==> src/hdl/assert_macros.svh <==
// Assertion macros shared by the modular exponentiation RTL.
// No dependencies; pulled in by `include inside the modules that assert.
`ifndef ASSERT_MACROS_SVH
`define ASSERT_MACROS_SVH

// check a property on every clock edge outside reset
`define ASSERT_ALWAYS(label, clk, rst, prop, msg) \
  label: assert property (@(posedge clk) disable iff (rst) (prop)) else $error(msg);

// antecedent implies consequent in the same cycle
`define ASSERT_IMPLY(label, clk, rst, ante, cons, msg) \
  label: assert property (@(posedge clk) disable iff (rst) (ante) |-> (cons)) else $error(msg);

// antecedent implies consequent in the next cycle
`define ASSERT_NEXT(label, clk, rst, ante, cons, msg) \
  label: assert property (@(posedge clk) disable iff (rst) (ante) |=> (cons)) else $error(msg);

`endif

==> src/hdl/modexp_pkg.sv <==
// Types and constants shared by the modular exponentiation block.
// No dependencies.
`timescale 1ns / 1ps
`default_nettype none

package modexp_pkg;

  localparam int FIELD_W     = 64;
  localparam int CFG_INDEX_W = 1;

  localparam logic [CFG_INDEX_W-1:0] REG_MODULUS  = 1'b0;
  localparam logic [CFG_INDEX_W-1:0] REG_EXPONENT = 1'b1;

  typedef enum logic [2:0] {
    S_IDLE,
    S_SETUP,
    S_REDUCE,
    S_NEXT,
    S_MUL,
    S_ISSUE_SQ,
    S_SQUARE,
    S_FINISH
  } state_t;

  typedef enum logic {
    MM_REDUCE,
    MM_MUL
  } mm_op_t;

  typedef struct packed {
    logic   start;
    mm_op_t op;
  } mm_cmd_t;

  typedef struct packed {
    logic busy;
    logic done;
  } mm_stat_t;

endpackage

`default_nettype wire

==> src/hdl/modexp_if.sv <==
// Valid/ready channel interfaces for messages in and results out.
// Depends on modexp_pkg for the field width.
`timescale 1ns / 1ps
`default_nettype none

interface modexp_in_if;
  import modexp_pkg::*;
  logic               valid;
  logic               ready;
  logic [FIELD_W-1:0] message;
  modport source (output valid, output message, input ready);
  modport sink (input valid, input message, output ready);
endinterface

interface modexp_out_if;
  import modexp_pkg::*;
  logic               valid;
  logic               ready;
  logic [FIELD_W-1:0] result;
  logic               modulus_error;
  modport source (output valid, output result, output modulus_error, input ready);
  modport sink (input valid, input result, input modulus_error, output ready);
endinterface

`default_nettype wire

==> src/hdl/modexp_mulmod.sv <==
// Bit-serial modular multiplier and reducer: one operand bit per cycle.
// Depends on modexp_pkg and assert_macros.svh.
`timescale 1ns / 1ps
`default_nettype none

module modexp_mulmod #(
  parameter int WIDTH = 64
) (
  input  wire logic                 clk,
  input  wire logic                 rst,
  input  wire modexp_pkg::mm_cmd_t  cmd,
  input  wire logic [WIDTH-1:0]     a,
  input  wire logic [WIDTH-1:0]     b,
  input  wire logic [WIDTH-1:0]     n,
  output modexp_pkg::mm_stat_t      stat,
  output logic [WIDTH-1:0]          product
);
  import modexp_pkg::*;
  `include "assert_macros.svh"

  localparam int CNT_W = $clog2(WIDTH);

  logic             busy;
  logic             done;
  mm_op_t           op;
  logic [CNT_W-1:0] cnt;
  logic [WIDTH-1:0] acc;
  logic [WIDTH-1:0] addend;
  logic [WIDTH-1:0] mult;

  logic [WIDTH:0]   n_ext;
  logic [WIDTH:0]   add_sum;
  logic [WIDTH:0]   add_red;
  logic [WIDTH-1:0] dbl_in;
  logic             dbl_bit;
  logic [WIDTH:0]   dbl_sum;
  logic [WIDTH:0]   dbl_red;

  always_comb begin
    n_ext   = {1'b0, n};
    add_sum = {1'b0, acc} + {1'b0, addend};
    add_red = (add_sum >= n_ext) ? add_sum - n_ext : add_sum;
    dbl_in  = (op == MM_REDUCE) ? acc : addend;
    dbl_bit = (op == MM_REDUCE) ? mult[WIDTH-1] : 1'b0;
    dbl_sum = {dbl_in, dbl_bit};
    dbl_red = (dbl_sum >= n_ext) ? dbl_sum - n_ext : dbl_sum;
  end

  always_ff @(posedge clk) begin
    if (rst) begin
      busy <= 1'b0;
      done <= 1'b0;
      cnt  <= '0;
    end else begin
      done <= 1'b0;
      if (cmd.start) begin
        busy <= 1'b1;
        cnt  <= '0;
      end else if (busy) begin
        cnt <= cnt + CNT_W'(1);
        if (cnt == CNT_W'(WIDTH - 1)) begin
          busy <= 1'b0;
          done <= 1'b1;
        end
      end
    end
  end

  always_ff @(posedge clk) begin
    if (cmd.start) begin
      op     <= cmd.op;
      acc    <= '0;
      addend <= a;
      mult   <= b;
    end else if (busy) begin
      if (op == MM_REDUCE) begin
        acc  <= dbl_red[WIDTH-1:0];
        mult <= {mult[WIDTH-2:0], 1'b0};
      end else begin
        if (mult[0]) begin
          acc <= add_red[WIDTH-1:0];
        end
        addend <= dbl_red[WIDTH-1:0];
        mult   <= {1'b0, mult[WIDTH-1:1]};
      end
    end
  end

  assign stat.busy = busy;
  assign stat.done = done;
  assign product   = acc;

  `ASSERT_IMPLY(a_start_idle, clk, rst, cmd.start, !busy, "start while busy")
  `ASSERT_IMPLY(a_acc_below_n, clk, rst, busy, acc < n, "partial product not reduced")
  `ASSERT_NEXT(a_done_pulse, clk, rst, done, !done && !busy, "done not a single pulse")

endmodule

`default_nettype wire

==> src/hdl/modular_exponentiation_top.sv <==
// Modular exponentiation top level: key registers, square-and-multiply sequencer.
// Depends on modexp_pkg, modexp_if, modexp_mulmod and assert_macros.svh.
`timescale 1ns / 1ps
`default_nettype none

// Usage:
//   Write modulus (index 0) and exponent (index 1) through write_enable,
//   write_index and write_data while the block is idle. Messages arrive on
//   in_ch, one beat per message; each yields one beat on out_ch carrying
//   result = message^exponent mod modulus and modulus_error.
//   One message is worked at a time; in_ch.ready is high only while idle.
//   The message is first reduced, then each exponent bit up to the highest
//   set one costs one square plus, for a set bit, one multiply, all on a
//   single bit-serial modular multiplier. A zero exponent or a zero
//   modulus bypasses the multiplier and goes straight to the output.
//   The result sits in an output register; a stalled out_ch holds it and
//   a finished next result waits for the slot to free.
//   Synchronous reset clears both key registers to zero and drops any
//   work in progress and any pending output beat.

module modular_exponentiation_top #(
  parameter int WIDTH = 64
) (
  input  wire logic                                clk,
  input  wire logic                                rst,
  input  wire logic                                write_enable,
  input  wire logic [modexp_pkg::CFG_INDEX_W-1:0]  write_index,
  input  wire logic [modexp_pkg::FIELD_W-1:0]      write_data,
  modexp_in_if.sink                                in_ch,
  modexp_out_if.source                             out_ch
);
  import modexp_pkg::*;
  `include "assert_macros.svh"

  logic [WIDTH-1:0]   modulus_reg;
  logic [WIDTH-1:0]   exponent_reg;

  state_t             state;
  state_t             state_next;

  logic [WIDTH-1:0]   msg;
  logic [WIDTH-1:0]   n_val;
  logic [WIDTH-1:0]   e_bits;
  logic [WIDTH-1:0]   acc;
  logic [WIDTH-1:0]   base;
  logic               err;

  logic               out_valid;
  logic [FIELD_W-1:0] out_result;
  logic               out_err;

  mm_cmd_t            mm_cmd;
  mm_stat_t           mm_stat;
  logic [WIDTH-1:0]   mm_a;
  logic [WIDTH-1:0]   mm_b;
  logic [WIDTH-1:0]   mm_p;

  logic               accept;
  logic               special;
  logic               slot_free;
  logic               ld_base;
  logic               ld_acc;
  logic               ld_out;

  assign accept    = in_ch.valid && in_ch.ready;
  assign special   = (e_bits == '0) || (n_val == '0);
  assign slot_free = !out_valid || out_ch.ready;

  always_ff @(posedge clk) begin
    if (rst) begin
      modulus_reg  <= '0;
      exponent_reg <= '0;
    end else if (write_enable) begin
      case (write_index)
        REG_MODULUS:  modulus_reg  <= write_data[WIDTH-1:0];
        REG_EXPONENT: exponent_reg <= write_data[WIDTH-1:0];
        default: begin
        end
      endcase
    end
  end

  always_comb begin
    state_next = state;
    case (state)
      S_IDLE:     if (accept) state_next = S_SETUP;
      S_SETUP:    state_next = special ? S_FINISH : S_REDUCE;
      S_REDUCE:   if (mm_stat.done) state_next = S_NEXT;
      S_NEXT: begin
        if (e_bits == '0) begin
          state_next = S_FINISH;
        end else if (e_bits[0]) begin
          state_next = S_MUL;
        end else begin
          state_next = S_SQUARE;
        end
      end
      S_MUL:      if (mm_stat.done) state_next = S_ISSUE_SQ;
      S_ISSUE_SQ: state_next = S_SQUARE;
      S_SQUARE:   if (mm_stat.done) state_next = S_NEXT;
      S_FINISH:   if (slot_free) state_next = S_IDLE;
      default:    state_next = S_IDLE;
    endcase
  end

  always_comb begin
    in_ch.ready  = 1'b0;
    mm_cmd.start = 1'b0;
    mm_cmd.op    = MM_MUL;
    mm_a         = base;
    mm_b         = base;
    ld_base      = 1'b0;
    ld_acc       = 1'b0;
    ld_out       = 1'b0;
    case (state)
      S_IDLE:     in_ch.ready = 1'b1;
      S_SETUP: begin
        mm_cmd.start = !special;
        mm_cmd.op    = MM_REDUCE;
        mm_b         = msg;
      end
      S_REDUCE:   ld_base = mm_stat.done;
      S_NEXT: begin
        mm_cmd.start = (e_bits != '0);
        if (e_bits[0]) begin
          mm_a = acc;
        end
      end
      S_MUL:      ld_acc = mm_stat.done;
      S_ISSUE_SQ: mm_cmd.start = 1'b1;
      S_SQUARE:   ld_base = mm_stat.done;
      S_FINISH:   ld_out = slot_free;
      default: begin
      end
    endcase
  end

  always_ff @(posedge clk) begin
    if (rst) begin
      state <= S_IDLE;
    end else begin
      state <= state_next;
    end
  end

  always_ff @(posedge clk) begin
    if (accept) begin
      msg    <= in_ch.message[WIDTH-1:0];
      n_val  <= modulus_reg;
      e_bits <= exponent_reg;
    end else if (state == S_SQUARE && mm_stat.done) begin
      e_bits <= {1'b0, e_bits[WIDTH-1:1]};
    end
    if (state == S_SETUP) begin
      err <= (e_bits != '0) && (n_val == '0);
      if (e_bits == '0) begin
        acc <= WIDTH'(1);
      end else if (n_val <= WIDTH'(1)) begin
        acc <= '0;
      end else begin
        acc <= WIDTH'(1);
      end
    end else if (ld_acc) begin
      acc <= mm_p;
    end
    if (ld_base) begin
      base <= mm_p;
    end
  end

  always_ff @(posedge clk) begin
    if (rst) begin
      out_valid <= 1'b0;
    end else if (ld_out) begin
      out_valid <= 1'b1;
    end else if (out_ch.ready) begin
      out_valid <= 1'b0;
    end
  end

  always_ff @(posedge clk) begin
    if (ld_out) begin
      out_result <= FIELD_W'(acc);
      out_err    <= err;
    end
  end

  assign out_ch.valid         = out_valid;
  assign out_ch.result        = out_result;
  assign out_ch.modulus_error = out_err;

  modexp_mulmod #(
    .WIDTH (WIDTH)
  ) u_mulmod (
    .clk     (clk),
    .rst     (rst),
    .cmd     (mm_cmd),
    .a       (mm_a),
    .b       (mm_b),
    .n       (n_val),
    .stat    (mm_stat),
    .product (mm_p)
  );

  `ASSERT_IMPLY(a_err_zero, clk, rst, out_valid && out_err, out_result == '0,
                "error beat with nonzero result")
  `ASSERT_IMPLY(a_unit_active, clk, rst,
                state == S_REDUCE || state == S_MUL || state == S_SQUARE,
                mm_stat.busy || mm_stat.done, "waiting on idle multiplier")
  `ASSERT_IMPLY(a_operands_reduced, clk, rst, state == S_NEXT,
                acc < n_val && base < n_val, "operands not below modulus")

endmodule

`default_nettype wire

==> src/flat_wrapper.sv <==
// flat-port wrapper written by rule: the top's interface ports become plain ports
module modular_exponentiation_top_flat import modexp_pkg::*;
#(
  parameter int WIDTH = 64
)
  (clk, rst, write_enable, write_index, write_data, in_ch_valid, in_ch_message, in_ch_ready, out_ch_valid, out_ch_result, out_ch_modulus_error, out_ch_ready);
  modexp_in_if in_ch_i ();
  modexp_out_if out_ch_i ();
  input  wire logic clk;
  input  wire logic rst;
  input  wire logic write_enable;
  input  wire logic [modexp_pkg::CFG_INDEX_W-1:0] write_index;
  input  wire logic [modexp_pkg::FIELD_W-1:0] write_data;
  input wire logic [$bits(in_ch_i.valid)-1:0] in_ch_valid;
  input wire logic [$bits(in_ch_i.message)-1:0] in_ch_message;
  output wire logic [$bits(in_ch_i.ready)-1:0] in_ch_ready;
  output wire logic [$bits(out_ch_i.valid)-1:0] out_ch_valid;
  output wire logic [$bits(out_ch_i.result)-1:0] out_ch_result;
  output wire logic [$bits(out_ch_i.modulus_error)-1:0] out_ch_modulus_error;
  input wire logic [$bits(out_ch_i.ready)-1:0] out_ch_ready;
  assign in_ch_i.valid = in_ch_valid;
  assign in_ch_i.message = in_ch_message;
  assign in_ch_ready = in_ch_i.ready;
  assign out_ch_valid = out_ch_i.valid;
  assign out_ch_result = out_ch_i.result;
  assign out_ch_modulus_error = out_ch_i.modulus_error;
  assign out_ch_i.ready = out_ch_ready;
  modular_exponentiation_top #(.WIDTH(WIDTH)) u_core (.clk(clk), .rst(rst), .write_enable(write_enable), .write_index(write_index), .write_data(write_data), .in_ch(in_ch_i), .out_ch(out_ch_i));
endmodule
==> config.mk <==
export PLATFORM = sky130hd
export DESIGN_NAME = modular_exponentiation_top_flat
export DESIGN_NICKNAME = d
export VERILOG_FILES = /design/src/hdl/modexp_pkg.sv /design/src/hdl/modexp_if.sv /design/src/hdl/modexp_mulmod.sv /design/src/hdl/modular_exponentiation_top.sv /design/src/flat_wrapper.sv
export VERILOG_INCLUDE_DIRS = /design/src /design/src/hdl
export SDC_FILE = /design/constraint.sdc
export NUM_CORES = 2
export LEC_CHECK = 0
export BUFFER_PORTS_ARGS = -buffer_cell sky130_fd_sc_hd__buf_2
export CORE_AREA = 8 8 285 287
export DETAILED_ROUTE_END_ITERATION = 16
export DIE_AREA = 0 0 293 295
export PLACE_DENSITY = 0.77
export SETUP_SLACK_MARGIN = 0.4
export SLEW_MARGIN = 10
export SYNTH_ARGS = -nofsm -noshare
export SYNTH_HDL_FRONTEND = slang
export SYNTH_SLANG_ARGS = --single-unit
export TNS_END_PERCENT = 5
==> constraint.sdc <==
create_clock -name clk -period 17.45 [get_ports clk]
set_input_delay 1.745 -clock clk [delete_from_list [all_inputs] [get_ports clk]]
set_output_delay 1.745 -clock clk [all_outputs]
set_load 0.01 [all_outputs]
==> out/results.ini <==
[route]
first_pass_iters = 6
avgRoutedWirePerCell_um = 24.3
via_per_inst = 6.36
wirelength_um = 134000
ant_nets = 0
drcViolationCount = 0
via_count = 35100
dr.first_iter.drc_count = 4543

[worst_setup_path]
ff2ff_setup_slack_ps = 10000
cp_common_cell = a21o_1
cp.arrival_ps = 7990
crit_family = compound AO/OA/AOI/OAI gates
cp_max_fo = 27
critPathMaxStageDelay_ps = 740
worst-path-buf-inv = 1
cp_slowest_cell = nor2_2
worstSetupPathType = reg2reg
cp-end-kind = flip-flop
required_ps = 17990
start_kind = flip-flop
path_cells = ha_1, o211ai_1, o21ai_0, o221ai_1, a211oi_1, or2_2, a21o_1, a21boi_0, xnor2_1, ha_1, a21o_1, o21a_1, a311oi_2, o21ai_1, a31oi_1, a21oi_1, a21o_1, nor2_2, buf_4, mux2i_1, a211oi_1, a31o_2

[grt]
grt_overflow = 0
grt_pass1_vias = 32900
met1_usage_pct = 44.2
antenna_found_initial = 9
grtUsageMet2_pct = 44.2
grtUsageTotal_pct = 30.1
grt_max_degree = 165
top_usage_layer = met1
met3_usage_pct = 6.58
grt_pass1_wl_um = 201000

[worst_hold_path]
hp-class = reg2reg

[floorplan]
die_h_um = 295
io_pins = 201
dieArea_um2 = 86400
die_x_um = 293
coreArea_um2 = 76700
rows = 102
start_util_pct = 54.5

[sta]
relSlewSlack_pct = 23.8
fin_worst_skew_ps = 58.9
fmax_ghz = 0.134
slew_viol_final = 0
period_needed_ps = 7450
worst_slack_ps = 10000
finalHoldViolCount = 0
tns_ps = 0
fin_crit_sh_pct = 42.7
tightest_slew_ps = 1140
report.final.setup_viol = 0
rsz0062_at_grt = no

[yosys]
synth_flop_cell = edfxtp_1
synth-edff-count = 515
synth_area_leaders = edfxtp_1, dfxtp_1, nand2_1
synth_cell_types = 96
synth_common_cells = nand2_1, edfxtp_1, a21oi_1
yosysTopAreaCell = edfxtp_1
syn_inst = 4360
ys_seq_elements = 719
synth.most_common_cell = nand2_1
yosys_warnings = 0
syn_area_per_cell_um2 = 9.58
synth_area_um2 = 41800
synth_top_area_share_pct = 37.0
async_flop_share_pct = 0
synth-seq-area-share_pct = 46.8
syn_nets = 4690

[final_layout]
syn2layout_area_growth_pct = 10.3
drive_gt1_share_pct = 13.0
fillerInstances = 6513
finalNonFillerCells = 5526
final_util_pct = 60.1
final_nets = 4749

[clocking]
post_cts_buffers = 0
path_clk_slew_ps = 70
clkLatencyLatePin_ps = 660
cts_max_path_buffers = 3
ctsHtreeMaxLevel = 3
cts-buffers-inserted = 78
cts-root-buf = clkbuf_16
cts.sinks = 719
hold_buffers = 0
cts_tree = done
cts-resized-gates = 0

[place]
place_hpwl_um = 99500
placed_cells = 5379
gp_congestion = 1.05
port_buffers = 200
dp_slack_ps = 10300

[outcome]
outcome = finished clean

[flow_run]
cap_violations = 0

-- cells by family (layout without fill, tap and decap cells) --
| kind of cell | Yosys count | count (layout) | share of synthesized area [%] |
|---|---|---|---|
| buf+inv | 375 | 498 | 3.64 |
| flops | 719 | 719 | 46.8 |
| simple gates | 1501 | 1501 | 16.6 |
| other cells | 0 | 3 | 0 |
| mux | 203 | 203 | 5.33 |
| fa+ha+maj | 196 | 196 | 5.92 |
| compound gates | 1187 | 1187 | 18.0 |
| xor+xnor | 179 | 179 | 3.75 |
-- cell usage in the layout (no fill, tap or decap), drive strengths merged, types with 9 or more instances in the layout --
master   synthesis  routed
nand2          747     747
edfxtp         515     515
a21oi          433     433
buf             58     237
dfxtp          204     204
nor2           204     204
ha             193     193
o21ai          176     176
mux2           150     150
inv            117     124
a31oi          117     117
a211oi         109     109
xnor2          106     106
clkbuf         200     100
nor2b           90      90
a21o            89      89
and2            86      86
nand3           83      83
xor2            73      73
nand4           69      69
nor3            59      59
and3            54      54
mux2i           53      53
nor4            41      41
o21a            35      35
o21bai          30      30
o211ai          29      29
clkinv           0      26
o31ai           22      22
nand2b          21      21
or2             15      15
a21boi          14      14
a221oi          14      14
o221ai          12      12
a211o           10      10
o2111ai         10      10
and4             9       9
o31a             9       9
-- worst register-to-register path, stage by stage, from the launching register on --
cell,delay [ps]
edfxtp_1,400
ha_1,420
o211ai_1,120
o21ai_0,690
o221ai_1,330
a211oi_1,570
or2_2,230
a21o_1,180
a21boi_0,160
xnor2_1,420
ha_1,440
a21o_1,250
o21a_1,190
a311oi_2,300
o21ai_1,170
a31oi_1,240
a21oi_1,140
a21o_1,230
nor2_2,740
buf_4,510
mux2i_1,270
a211oi_1,90
a31o_2,250
-- final cells by class --
type	instances	area (µm²)	share of cell area (%)
clock buffer	100	2120	4.61
antenna	3	7.51	0.0163
tap	1040	1300	2.82
timing repair buffer	237	1310	2.83
sequential	719	19500	42.4
clock inverter	44	571	1.24
multi-input combinational	3266	20800	45.1
inverter	117	444	0.963
-- stage by stage --
stage,hold WS (ps),area [µm²]
final,417,46100
after global routing,437,46100
after CTS,416,46100
after detailed placement,409,43400
after global placement,413,43400
after floorplan,400,41800
-- layer usage --
layer | vias up | routed length (µm)
met5 | - | 46
met4 | 8 | 3930
met3 | 202 | 14800
met2 | 1873 | 57000
met1 | 16900 | 58700
li1 | 16100 | -
-- path summary, 6_finish.rpt --
check                            start  depth (start not counted)                          to
max          u_core.u_mulmod.addend[4]                         22  u_core.u_mulmod.product[1]
min              u_core.modulus_reg[6]                          0             u_core.n_val[6]
max reg2reg  u_core.u_mulmod.addend[4]                         22  u_core.u_mulmod.product[1]
min reg2reg      u_core.modulus_reg[6]                          0             u_core.n_val[6]
Power is not shown: default switching activity piles up to over one toggle a cycle in this logic, so the estimate is an artifact.
